[config.mk]
export PLATFORM = sky130hd
export DESIGN_NAME = vram_page_and_slot_allocator_core_flat
export DESIGN_NICKNAME = d
export VERILOG_FILES = /design/src/vpsa_pkg.sv /design/src/vpsa_req_if.sv /design/src/vpsa_rsp_if.sv /design/src/vpsa_ram.sv /design/src/vram_page_and_slot_allocator_core.sv /design/src/flat_wrapper.sv
export SDC_FILE = /design/constraint.sdc
export NUM_CORES = 2
export LEC_CHECK = 0
export BUFFER_PORTS_ARGS = -buffer_cell sky130_fd_sc_hd__buf_2
export CORE_MARGIN = 3
export CORE_UTILIZATION = 56
export CTS_BUF_LIST = sky130_fd_sc_hd__clkbuf_4
export DETAILED_ROUTE_END_ITERATION = 16
export PLACE_DENSITY_LB_ADDON = 0.05
export RECOVER_POWER = 25
export SYNTH_ARGS = -nofsm -noshare
export SYNTH_HDL_FRONTEND = slang
export SYNTH_SLANG_ARGS = --single-unit
[constraint.sdc]
create_clock -name clock -period 17 [get_ports clock]
set_clock_uncertainty 0.05 [all_clocks]
set_input_delay 1.7 -clock clock [delete_from_list [all_inputs] [get_ports clock]]
set_output_delay 1.7 -clock clock [all_outputs]
set_load 0.02 [all_outputs]
[src/vpsa_pkg.sv]
package vpsa_pkg;

   // fixed geometry, tied to the field widths below
   localparam int NUM_PAGES       = 512;
   localparam int BLOCKS_PER_PAGE = 32;

   typedef enum logic [1:0] {
      OP_ALLOC_PAGES = 2'd0,
      OP_ALLOC_SLOT  = 2'd1,
      OP_FREE        = 2'd2,
      OP_QUERY       = 2'd3
   } op_type;

   typedef enum logic [2:0] {
      ST_OK           = 3'd0,
      ST_BAD_COUNT    = 3'd1,
      ST_NO_SPACE     = 3'd2,
      ST_TABLE_FULL   = 3'd3,
      ST_PALETTE_FULL = 3'd4,
      ST_UNKNOWN_RES  = 3'd5,
      ST_UNKNOWN_SLOT = 3'd6
   } status_type;

   typedef struct packed {
      logic [1:0] operation;
      logic [8:0] req_page;
      logic [9:0] req_count;
      logic [4:0] req_block;
   } req_type;

   typedef struct packed {
      logic       ok;
      logic [2:0] status;
      logic [8:0] out_page;
      logic [9:0] out_count;
      logic [4:0] out_block;
      logic [9:0] pages_free;
      logic [9:0] largest_run;
   } rsp_type;

endpackage

[src/vpsa_req_if.sv]
interface vpsa_req_if;
   logic               valid;
   logic               ready;
   vpsa_pkg::req_type  payload;
   modport source (output valid, output payload, input ready);
   modport sink (input valid, input payload, output ready);
endinterface

[src/vpsa_rsp_if.sv]
interface vpsa_rsp_if;
   logic               valid;
   logic               ready;
   vpsa_pkg::rsp_type  payload;
   modport source (output valid, output payload, input ready);
   modport sink (input valid, input payload, output ready);
endinterface

[src/vpsa_ram.sv]
// Single-port-write, single-read RAM with registered read data
module vpsa_ram #(
   parameter int WIDTH = 8,
   parameter int DEPTH = 16
) (
   input  logic                     clock,
   input  logic                     wr_en,
   input  logic [$clog2(DEPTH)-1:0] wr_addr,
   input  logic [WIDTH-1:0]         wr_data,
   input  logic [$clog2(DEPTH)-1:0] rd_addr,
   output logic [WIDTH-1:0]         rd_data
);
   logic [WIDTH-1:0] mem [DEPTH];

   always_ff @(posedge clock) begin
      if (wr_en) begin
         mem[wr_addr] <= wr_data;
      end
      rd_data <= mem[rd_addr];
   end
endmodule

[src/vram_page_and_slot_allocator_core.sv]
// Page and palette-slot allocator.
// A full-size page grant is the longest case, from accept to result valid; a run free walks
// the reservation table and then the page map, and a query walks the page map.
// Throughput: one request at a time; the next is taken once the result has been accepted.
// Reset: synchronous; a clearing pass over the page map runs first, during
// which no request is taken. Reservation valid bits are flip-flops cleared at once.
module vram_page_and_slot_allocator_core #(
   parameter int MAX_RESERVATIONS  = 64,
   parameter int MAX_PALETTE_PAGES = 8,
   parameter int SLOTS_PER_PAGE    = 8
) (
   input  logic clock,
   input  logic reset,
   vpsa_req_if.sink   req_ch,
   vpsa_rsp_if.source rsp_ch
);
   localparam int NPAGES = vpsa_pkg::NUM_PAGES;
   localparam int PW = $clog2(NPAGES);
   localparam int PCW = $clog2(NPAGES + 1);
   localparam int RW = (MAX_RESERVATIONS > 1) ? $clog2(MAX_RESERVATIONS) : 1;
   localparam int LW = (MAX_PALETTE_PAGES > 1) ? $clog2(MAX_PALETTE_PAGES) : 1;
   localparam int LCW = $clog2(MAX_PALETTE_PAGES + 1);
   localparam int SW = (SLOTS_PER_PAGE > 1) ? $clog2(SLOTS_PER_PAGE) : 1;
   localparam int STRIDE = vpsa_pkg::BLOCKS_PER_PAGE / SLOTS_PER_PAGE;
   localparam int EW = PW + PCW;

   typedef enum logic [3:0] {
      S_CLEAR, S_IDLE, S_MAP_SCAN, S_TBL_SCAN, S_MARK, S_PAL_SCAN,
      S_FREE_SCAN, S_FREE_RD, S_RUN_SCAN, S_DONE
   } state_type;

   // page map RAM
   logic           map_we;
   logic [PW-1:0]  map_waddr, map_raddr;
   logic           map_wdata, map_rdata;
   // reservation table RAM: page, count
   logic           tbl_we;
   logic [RW-1:0]  tbl_waddr, tbl_raddr;
   logic [EW-1:0]  tbl_wdata, tbl_rdata;

   vpsa_ram #(.WIDTH(1), .DEPTH(NPAGES)) u_map (
      .clock(clock), .wr_en(map_we), .wr_addr(map_waddr), .wr_data(map_wdata),
      .rd_addr(map_raddr), .rd_data(map_rdata));
   vpsa_ram #(.WIDTH(EW), .DEPTH(MAX_RESERVATIONS)) u_tbl (
      .clock(clock), .wr_en(tbl_we), .wr_addr(tbl_waddr), .wr_data(tbl_wdata),
      .rd_addr(tbl_raddr), .rd_data(tbl_rdata));

   state_type                 state_ff;
   vpsa_pkg::req_type         req_ff;
   logic                      pal_mode_ff;   // grant for a new palette page
   logic [PCW:0]              idx_ff;        // scan index, one spare bit
   logic                      rd_pend_ff;    // first read of a scan in flight
   logic [PCW-1:0]            run_ff, best_ff;
   logic [PW-1:0]             start_ff;
   logic [PCW-1:0]            need_ff;
   logic [RW-1:0]             slot_ff;
   logic [MAX_RESERVATIONS-1:0] valid_ff;
   logic [PCW-1:0]            used_ff;
   logic [PW-1:0]             pal_page_ff [MAX_PALETTE_PAGES];
   logic [SLOTS_PER_PAGE-1:0] pal_mask_ff [MAX_PALETTE_PAGES];
   logic [LCW-1:0]            pal_total_ff;
   logic                      rsp_valid_ff;
   vpsa_pkg::rsp_type         rsp_ff;

   assign req_ch.ready   = (state_ff == S_IDLE) && !rsp_valid_ff;
   assign rsp_ch.valid   = rsp_valid_ff;
   assign rsp_ch.payload = rsp_ff;

   // combinational helpers
   logic              map_bit;
   logic [PCW-1:0]    run_next;
   logic [RW-1:0]     free_slot;
   logic              free_found;
   logic [LW-1:0]     pal_idx;
   logic [SW-1:0]     pal_slot;
   logic              pal_found;
   logic [LW-1:0]     fr_idx;
   logic              fr_found;
   logic [SW-1:0]     blk_slot;
   logic              blk_in_range;

   assign map_bit  = map_rdata;
   assign run_next = map_bit ? '0 : run_ff + 1'b1;

   // first invalid reservation entry
   always_comb begin
      free_slot  = '0;
      free_found = 1'b0;
      for (int i = MAX_RESERVATIONS - 1; i >= 0; i--) begin
         if (!valid_ff[i]) begin
            free_slot  = RW'(i);
            free_found = 1'b1;
         end
      end
   end

   // first palette page with a free slot
   always_comb begin
      pal_idx   = '0;
      pal_slot  = '0;
      pal_found = 1'b0;
      for (int p = MAX_PALETTE_PAGES - 1; p >= 0; p--) begin
         if (LCW'(p) < pal_total_ff && !(&pal_mask_ff[p])) begin
            pal_idx   = LW'(p);
            pal_found = 1'b1;
            pal_slot  = '0;
            for (int s = SLOTS_PER_PAGE - 1; s >= 0; s--) begin
               if (!pal_mask_ff[p][s]) begin
                  pal_slot = SW'(s);
               end
            end
         end
      end
   end

   // slot free lookup
   assign blk_in_range = (32'(req_ff.req_block) / STRIDE) < SLOTS_PER_PAGE;
   assign blk_slot     = SW'(32'(req_ff.req_block) / STRIDE);
   always_comb begin
      fr_idx   = '0;
      fr_found = 1'b0;
      for (int p = MAX_PALETTE_PAGES - 1; p >= 0; p--) begin
         if (LCW'(p) < pal_total_ff && pal_page_ff[p] == PW'(req_ff.req_page)) begin
            fr_idx   = LW'(p);
            fr_found = 1'b1;
         end
      end
   end

   // RAM port control
   always_comb begin
      map_we    = 1'b0;
      map_waddr = idx_ff[PW-1:0];
      map_wdata = 1'b0;
      map_raddr = idx_ff[PW-1:0];
      tbl_we    = 1'b0;
      tbl_waddr = slot_ff;
      tbl_wdata = {start_ff, need_ff};
      tbl_raddr = idx_ff[RW-1:0];
      unique case (state_ff)
         S_CLEAR: begin
            map_we = 1'b1;
         end
         S_MARK: begin
            map_we    = 1'b1;
            map_wdata = !(req_ff.operation == vpsa_pkg::OP_FREE);
         end
         S_TBL_SCAN: begin
            tbl_we = 1'b1;
         end
         default: begin
         end
      endcase
   end

   function automatic vpsa_pkg::rsp_type mk_rsp(input vpsa_pkg::status_type st,
         input logic [8:0] pg, input logic [9:0] cnt, input logic [4:0] blk,
         input logic [9:0] lr, input logic [9:0] pf);
      vpsa_pkg::rsp_type r;
      r.ok          = (st == vpsa_pkg::ST_OK);
      r.status      = st;
      r.out_page    = (st == vpsa_pkg::ST_OK) ? pg : '0;
      r.out_count   = (st == vpsa_pkg::ST_OK) ? cnt : '0;
      r.out_block   = (st == vpsa_pkg::ST_OK) ? blk : '0;
      r.pages_free  = pf;
      r.largest_run = lr;
      return r;
   endfunction

   logic [9:0] pf_now;
   assign pf_now = 10'(NPAGES - int'(used_ff));

   // control sequencer
   always_ff @(posedge clock) begin
      if (reset) begin
         state_ff     <= S_CLEAR;
         idx_ff       <= '0;
         valid_ff     <= '0;
         used_ff      <= '0;
         pal_total_ff <= '0;
         rsp_valid_ff <= 1'b0;
         rd_pend_ff   <= 1'b0;
         pal_mode_ff  <= 1'b0;
         for (int p = 0; p < MAX_PALETTE_PAGES; p++) begin
            pal_page_ff[p] <= '0;
            pal_mask_ff[p] <= '0;
         end
      end else begin
         if (rsp_valid_ff && rsp_ch.ready) begin
            rsp_valid_ff <= 1'b0;
         end
         unique case (state_ff)
            S_CLEAR: begin
               idx_ff <= idx_ff + 1'b1;
               if (idx_ff == (PCW+1)'(NPAGES - 1)) begin
                  state_ff <= S_IDLE;
               end
            end
            S_IDLE: begin
               if (req_ch.valid && req_ch.ready) begin
                  req_ff     <= req_ch.payload;
                  idx_ff     <= '0;
                  run_ff     <= '0;
                  best_ff    <= '0;
                  rd_pend_ff <= 1'b1;
                  unique case (vpsa_pkg::op_type'(req_ch.payload.operation))
                     vpsa_pkg::OP_ALLOC_PAGES: begin
                        pal_mode_ff <= 1'b0;
                        need_ff     <= PCW'(req_ch.payload.req_count);
                        if (req_ch.payload.req_count == '0 ||
                            int'(req_ch.payload.req_count) > NPAGES) begin
                           rsp_ff <= mk_rsp(vpsa_pkg::ST_BAD_COUNT, '0, '0, '0, '0, pf_now);
                           state_ff <= S_DONE;
                        end else begin
                           state_ff <= S_MAP_SCAN;
                        end
                     end
                     vpsa_pkg::OP_ALLOC_SLOT: begin
                        state_ff <= S_PAL_SCAN;
                     end
                     vpsa_pkg::OP_FREE: begin
                        state_ff <= S_FREE_SCAN;
                     end
                     vpsa_pkg::OP_QUERY: begin
                        state_ff <= S_RUN_SCAN;
                     end
                     default: begin
                        state_ff <= S_DONE;
                     end
                  endcase
               end
            end
            // first-fit search: one map bit per cycle, map read data is registered
            S_MAP_SCAN: begin
               if (rd_pend_ff) begin
                  rd_pend_ff <= 1'b0;
                  idx_ff     <= idx_ff + 1'b1;
               end else if (run_next == need_ff) begin
                  start_ff <= PW'(idx_ff - 1'b1 + 1'b1 - (PCW+1)'(need_ff));
                  if (!free_found) begin
                     rsp_ff   <= mk_rsp(pal_mode_ff ? vpsa_pkg::ST_TABLE_FULL
                                                    : vpsa_pkg::ST_TABLE_FULL,
                                        '0, '0, '0, '0, pf_now);
                     state_ff <= S_DONE;
                  end else begin
                     slot_ff  <= free_slot;
                     state_ff <= S_TBL_SCAN;
                  end
               end else if (idx_ff == (PCW+1)'(NPAGES)) begin
                  rsp_ff   <= mk_rsp(vpsa_pkg::ST_NO_SPACE, '0, '0, '0, '0, pf_now);
                  state_ff <= S_DONE;
               end else begin
                  run_ff <= run_next;
                  idx_ff <= idx_ff + 1'b1;
               end
            end
            // record the run in the table, then mark the pages
            S_TBL_SCAN: begin
               valid_ff[slot_ff] <= 1'b1;
               idx_ff   <= (PCW+1)'(start_ff);
               run_ff   <= '0;
               state_ff <= S_MARK;
            end
            S_MARK: begin
               idx_ff <= idx_ff + 1'b1;
               run_ff <= run_ff + 1'b1;
               if (run_ff + 1'b1 == need_ff || idx_ff == (PCW+1)'(NPAGES - 1)) begin
                  state_ff <= S_DONE;
                  if (req_ff.operation == vpsa_pkg::OP_FREE) begin
                     used_ff <= (used_ff >= need_ff) ? used_ff - need_ff : '0;
                     rsp_ff  <= mk_rsp(vpsa_pkg::ST_OK, '0, '0, '0, '0,
                                       10'(NPAGES - int'((used_ff >= need_ff) ?
                                           used_ff - need_ff : '0)));
                  end else begin
                     used_ff <= used_ff + need_ff;
                     if (pal_mode_ff) begin
                        pal_page_ff[pal_total_ff[LW-1:0]] <= start_ff;
                        pal_mask_ff[pal_total_ff[LW-1:0]] <= SLOTS_PER_PAGE'(1);
                        pal_total_ff <= pal_total_ff + 1'b1;
                        rsp_ff <= mk_rsp(vpsa_pkg::ST_OK, 9'(start_ff), '0, '0, '0,
                                         10'(NPAGES - int'(used_ff + need_ff)));
                     end else begin
                        rsp_ff <= mk_rsp(vpsa_pkg::ST_OK, 9'(start_ff), 10'(need_ff), '0,
                                         '0, 10'(NPAGES - int'(used_ff + need_ff)));
                     end
                  end
               end
            end
            S_PAL_SCAN: begin
               if (pal_found) begin
                  pal_mask_ff[pal_idx][pal_slot] <= 1'b1;
                  rsp_ff <= mk_rsp(vpsa_pkg::ST_OK, 9'(pal_page_ff[pal_idx]), '0,
                                   5'(int'(pal_slot) * STRIDE), '0, pf_now);
                  state_ff <= S_DONE;
               end else if (int'(pal_total_ff) >= MAX_PALETTE_PAGES) begin
                  rsp_ff   <= mk_rsp(vpsa_pkg::ST_PALETTE_FULL, '0, '0, '0, '0, pf_now);
                  state_ff <= S_DONE;
               end else begin
                  pal_mode_ff <= 1'b1;
                  need_ff     <= PCW'(1);
                  state_ff    <= S_MAP_SCAN;
               end
            end
            // free: slot case is immediate; run case walks the table
            S_FREE_SCAN: begin
               if (req_ff.req_count == '0) begin
                  if (fr_found && blk_in_range) begin
                     pal_mask_ff[fr_idx][blk_slot] <= 1'b0;
                     rsp_ff <= mk_rsp(vpsa_pkg::ST_OK, '0, '0, '0, '0, pf_now);
                  end else begin
                     rsp_ff <= mk_rsp(vpsa_pkg::ST_UNKNOWN_SLOT, '0, '0, '0, '0, pf_now);
                  end
                  state_ff <= S_DONE;
               end else begin
                  state_ff <= S_FREE_RD;
               end
            end
            S_FREE_RD: begin
               if (rd_pend_ff) begin
                  rd_pend_ff <= 1'b0;
                  idx_ff     <= idx_ff + 1'b1;
               end else if (valid_ff[RW'(idx_ff - 1'b1)] &&
                            tbl_rdata == {PW'(req_ff.req_page), PCW'(req_ff.req_count)}) begin
                  valid_ff[RW'(idx_ff - 1'b1)] <= 1'b0;
                  need_ff  <= PCW'(req_ff.req_count);
                  idx_ff   <= (PCW+1)'(req_ff.req_page);
                  run_ff   <= '0;
                  state_ff <= S_MARK;
               end else if (idx_ff == (PCW+1)'(MAX_RESERVATIONS)) begin
                  rsp_ff   <= mk_rsp(vpsa_pkg::ST_UNKNOWN_RES, '0, '0, '0, '0, pf_now);
                  state_ff <= S_DONE;
               end else begin
                  idx_ff <= idx_ff + 1'b1;
               end
            end
            // longest free run over the whole map
            S_RUN_SCAN: begin
               if (rd_pend_ff) begin
                  rd_pend_ff <= 1'b0;
                  idx_ff     <= idx_ff + 1'b1;
               end else begin
                  run_ff <= run_next;
                  if (run_next > best_ff) begin
                     best_ff <= run_next;
                  end
                  if (idx_ff == (PCW+1)'(NPAGES)) begin
                     rsp_ff <= mk_rsp(vpsa_pkg::ST_OK, '0, '0, '0,
                                      10'((run_next > best_ff) ? run_next : best_ff), pf_now);
                     state_ff <= S_DONE;
                  end else begin
                     idx_ff <= idx_ff + 1'b1;
                  end
               end
            end
            S_DONE: begin
               rsp_valid_ff <= 1'b1;
               state_ff     <= S_IDLE;
            end
            default: begin
               state_ff <= S_IDLE;
            end
         endcase
      end
   end

`ifndef SYNTHESIS
   a_used_bound: assert property (@(posedge clock) disable iff (reset)
      int'(used_ff) <= NPAGES) else $error("used page total over range");
   a_pal_bound: assert property (@(posedge clock) disable iff (reset)
      int'(pal_total_ff) <= MAX_PALETTE_PAGES) else $error("palette total over range");
   a_no_accept_busy: assert property (@(posedge clock) disable iff (reset)
      (req_ch.valid && req_ch.ready) |=> !rsp_valid_ff) else $error("accept with pending result");
   a_ok_status: assert property (@(posedge clock) disable iff (reset)
      rsp_valid_ff |-> (rsp_ff.ok == (rsp_ff.status == vpsa_pkg::ST_OK)))
      else $error("ok and status disagree");
`endif
endmodule

[src/flat_wrapper.sv]
// flat-port wrapper written by rule: the top's interface ports become plain ports
module vram_page_and_slot_allocator_core_flat 
#(
   parameter int MAX_RESERVATIONS  = 64,
   parameter int MAX_PALETTE_PAGES = 8,
   parameter int SLOTS_PER_PAGE    = 8
)
  (clock, reset, req_ch_valid, req_ch_payload, req_ch_ready, rsp_ch_valid, rsp_ch_payload, rsp_ch_ready);
  vpsa_req_if req_ch_i ();
  vpsa_rsp_if rsp_ch_i ();
  input  logic clock;
  input  logic reset;
  input wire logic [$bits(req_ch_i.valid)-1:0] req_ch_valid;
  input wire logic [$bits(req_ch_i.payload)-1:0] req_ch_payload;
  output wire logic [$bits(req_ch_i.ready)-1:0] req_ch_ready;
  output wire logic [$bits(rsp_ch_i.valid)-1:0] rsp_ch_valid;
  output wire logic [$bits(rsp_ch_i.payload)-1:0] rsp_ch_payload;
  input wire logic [$bits(rsp_ch_i.ready)-1:0] rsp_ch_ready;
  assign req_ch_i.valid = req_ch_valid;
  assign req_ch_i.payload = req_ch_payload;
  assign req_ch_ready = req_ch_i.ready;
  assign rsp_ch_valid = rsp_ch_i.valid;
  assign rsp_ch_payload = rsp_ch_i.payload;
  assign rsp_ch_i.ready = rsp_ch_ready;
  vram_page_and_slot_allocator_core #(.MAX_RESERVATIONS(MAX_RESERVATIONS), .MAX_PALETTE_PAGES(MAX_PALETTE_PAGES), .SLOTS_PER_PAGE(SLOTS_PER_PAGE)) u_core (.clock(clock), .reset(reset), .req_ch(req_ch_i), .rsp_ch(rsp_ch_i));
endmodule
==> impl_metrics.toml <==
[status]
outcome = "complete, but fails checks"
violations = "max-capacitance violations, max-slew violations"

[floorplan]
ios = 80
initial_core_util_pct = 56.7
core_sq_mm = 0.159
row_count = 146
die_y_um = 407
die_x_um = 407
die_area_sq_mm = 0.166

[final_layout]
nets = 6102
fillers = 11796
drive_gt1_share_pct = 27.8
syn2layout_area_growth_pct = 10.8

[yosys]
synth_edf_count = 1979
synth_most_common_cell = "edfxtp_1"
syn_area_sq_mm = 0.0901
ys_seq_area_share_pct = 68.5
synthArstFlopShare_pct = 0
yosys-top-cells-area = "edfxtp_1 (66%), mux4_2 (14%), nor2_1 (3.6%)"
synthTopCellsByCount = "edfxtp_1 (1979), nor2_1 (857), mux4_2 (575)"
netlist_instances = 5534
ys_types = 94
synth_seq_cells = 2095
yosysWarnings = 0
synth_flop_cell = "edfxtp_1"
yosysTopAreaCellShare_pct = 65.9
syn_avg_cell_area_sq_um = 16.3
yosysTopAreaCell = "edfxtp_1"

[sta]
finalCritPeriodShare_pct = 39.5
setup_ws_ps = 10280
worst_pin_slew_ps = 4170
setup_viol = 0
slew_headroom_pct = -178
fmax_mhz = 149
rsz0062_at_grt = "no"
tns_ps = 0
slew_viol_final = 1228
hold_viol = 0
period_needed_ps = 6720

[placed_design]
post-place-ws_ps = 10790
portBuffers = 75
dp_hpwl_mm = 137
globalplace.congestion = 0.946

[setup_path]
critPathCapture = "u_core.pal_page_ff[3][4]$_SDFFCE_PN0P_"
rrSetupSlack_ps = 10280
regToRegEndpoint = "u_core.pal_page_ff[3][4]$_SDFFCE_PN0P_"
reg2reg_depth = 8
cp_max_fo = 69
startpoint = "u_core.need_ff[1]$_DFFE_PP_"
cp.arrival_ps = 7600
path_cells = "clkbuf_1 > o221ai_1 > and4b_1 > o211ai_1 > o31ai_2 > and3_1 > nand3_1 > o21ai_0"
cp.buffers_inverters = 1
start_kind = "register"
end_kind = "register"
cp.depth = 8
critPathKind = "register to register"
cp.required_ps = 17880
r2r-start = "u_core.need_ff[1]$_DFFE_PP_"
cp_slowest_stage_delay_ps = 2440
critPathTopFamily = "buffers and inverters"
critPathSlowestCell = "clkbuf_1"

[clock_tree]
numCtsBuffers = 555
ctsRootBufferMaster = "clkbuf_4"
postCtsSetupRepairBufs = 0
cts_hold_buffers = 0
cts_num_sinks = 2095
cts_resized = 0
cts_tree = "done"
clk_pin_slew_ps = 70
insertion_delay_ps = 1380
htree_num_levels = 6
clock_path_buffers = 4

[worst_hold_path]
holdCritPathClass = "register to register"
hp-start = "u_core.used_ff[9]$_SDFFE_PP0P_"

[detailed_routing]
vias = 53226
routed_wl_mm = 234
routed_via_density = 6.27
detail_route.first_pass.iterations = 7
wire_per_inst_um = 27.5
first_iter_violations = 6344
ant_nets = 0
drc_errors = 0

[global_routing]
grt_antenna_before_repair = 16
grt_max_degree = 145
grt_use_total_pct = 28.2
grt_overflow = 0
grt_pass1_vias = 53144
grt_pass1_wl_mm = 344

[power_and_ir_drop]
p_leak_uw = 0.0318
ir_worst_vdd_mv = 0.135
powerDensity_mw_per_mm2 = 141
finalPower_uw = 14100

[job]
max_cap_violations = 24
[per-layer routing]
metal,vias to the layer above,share of wire (%),global-route usage [%]
met2,2473,47,43.6
li1,22937,-,-
met4,2,2.8,9.67
met1,27375,41,40.3
met3,439,9.1,6.14
met5,-,0.0030,0
[worst min path at each step]
| stage | slack [ps] | endpoint | depth (start not counted) |
|---|---|---|---|
| after floorplan | 420 | u_core.used_ff[9]$_SDFFE_PP0P_ | 2 |
| after global placement | 440 | u_core.used_ff[9]$_SDFFE_PP0P_ | 2 |
| after detailed placement | 450 | u_core.used_ff[9]$_SDFFE_PP0P_ | 2 |
| after CTS | 320 | u_core.req_ff[17]$_DFFE_PP_ | 1 |
| after global routing | 350 | u_core.req_ff[17]$_DFFE_PP_ | 1 |
| final | 460 | u_core.used_ff[9]$_SDFFE_PP0P_ | 2 |
[through the flow]
step / util [%] / hold slack [ps] / cell area (sq um) / std cells
floorplan: - / 415 / 90200 / 5535
finish: 62.8 / 458 / 99900 / 8495
detailed placement: 58.7 / 455 / 93400 / 7582
CTS: 62.8 / 317 / 100000 / 8483
global route: 62.8 / 355 / 99900 / 8490
global placement: 58.7 / 444 / 93400 / 7582
[flip-flops by register name (all words and copies together), names as in the netlist, 19 cells and up]
signal,flops
u_core.u_map.mem,512
u_core.req_ff,24
u_core.valid_ff,64
u_core.pal_mask_ff,64
u_core.pal_page_ff,72
u_core.u_tbl.rd_data,19
u_core.rsp_ch.payload,46
u_core.u_tbl.mem,1216
[cell usage in the layout (no fill, tap or decap), types with 36 or more instances in the layout]
cell type,n
nand3_1,76
edfxtp_1,1979
clkbuf_4,800
dfxtp_1,110
nand2_1,243
clkinv_1,69
mux4_2,575
and2_1,82
clkbuf_1,36
o21ai_0,116
nor2_2,74
buf_4,140
nor3_1,59
ha_1,74
inv_1,105
nand4_1,60
xnor2_1,98
xor2_1,54
a211oi_1,73
a21oi_1,133
nor2_1,791
buf_2,62
[cells by family (layout without fill, tap and decap cells)]
family | count (synthesis) | in the layout | share of synthesized area, %
compound gates | 575 | 575 | 4.29
xor+xnor | 154 | 154 | 1.53
fa+ha+maj | 79 | 79 | 1.14
buf+inv | 447 | 1249 | 2.01
flops | 2095 | 2095 | 68.5
mux | 604 | 604 | 14.7
other cells | 1 | 14 | 0.00416
simple gates | 1579 | 1579 | 7.83
[tightest hold or removal path: cells and delay by family (launching register included)]
kind | cells | cell delay [ps]
flops | 1 | 340
simple gates | 1 | 70
compound gates | 1 | 50
[cell type report]
cell class              count  area (sq um)  area share, %
multi-input cells        2993         26900           26.9
flip-flops and latches   2095         61800           61.8
diodes                     12          30.0         0.0301
well taps                2146          2690           2.69
repair buffers            239          1520           1.52
clock buffers             800          6010           6.01
inverters                 109           417          0.417
clock inverters           101           641          0.641
[power by group]
group,internal [uW],switching [uW],total (uW)
clock,2280,1990,4260
combinational,1630,2150,3780
sequential,5860,188,6050
total,9760,4320,14100
(Power assumes the default switching activity.)
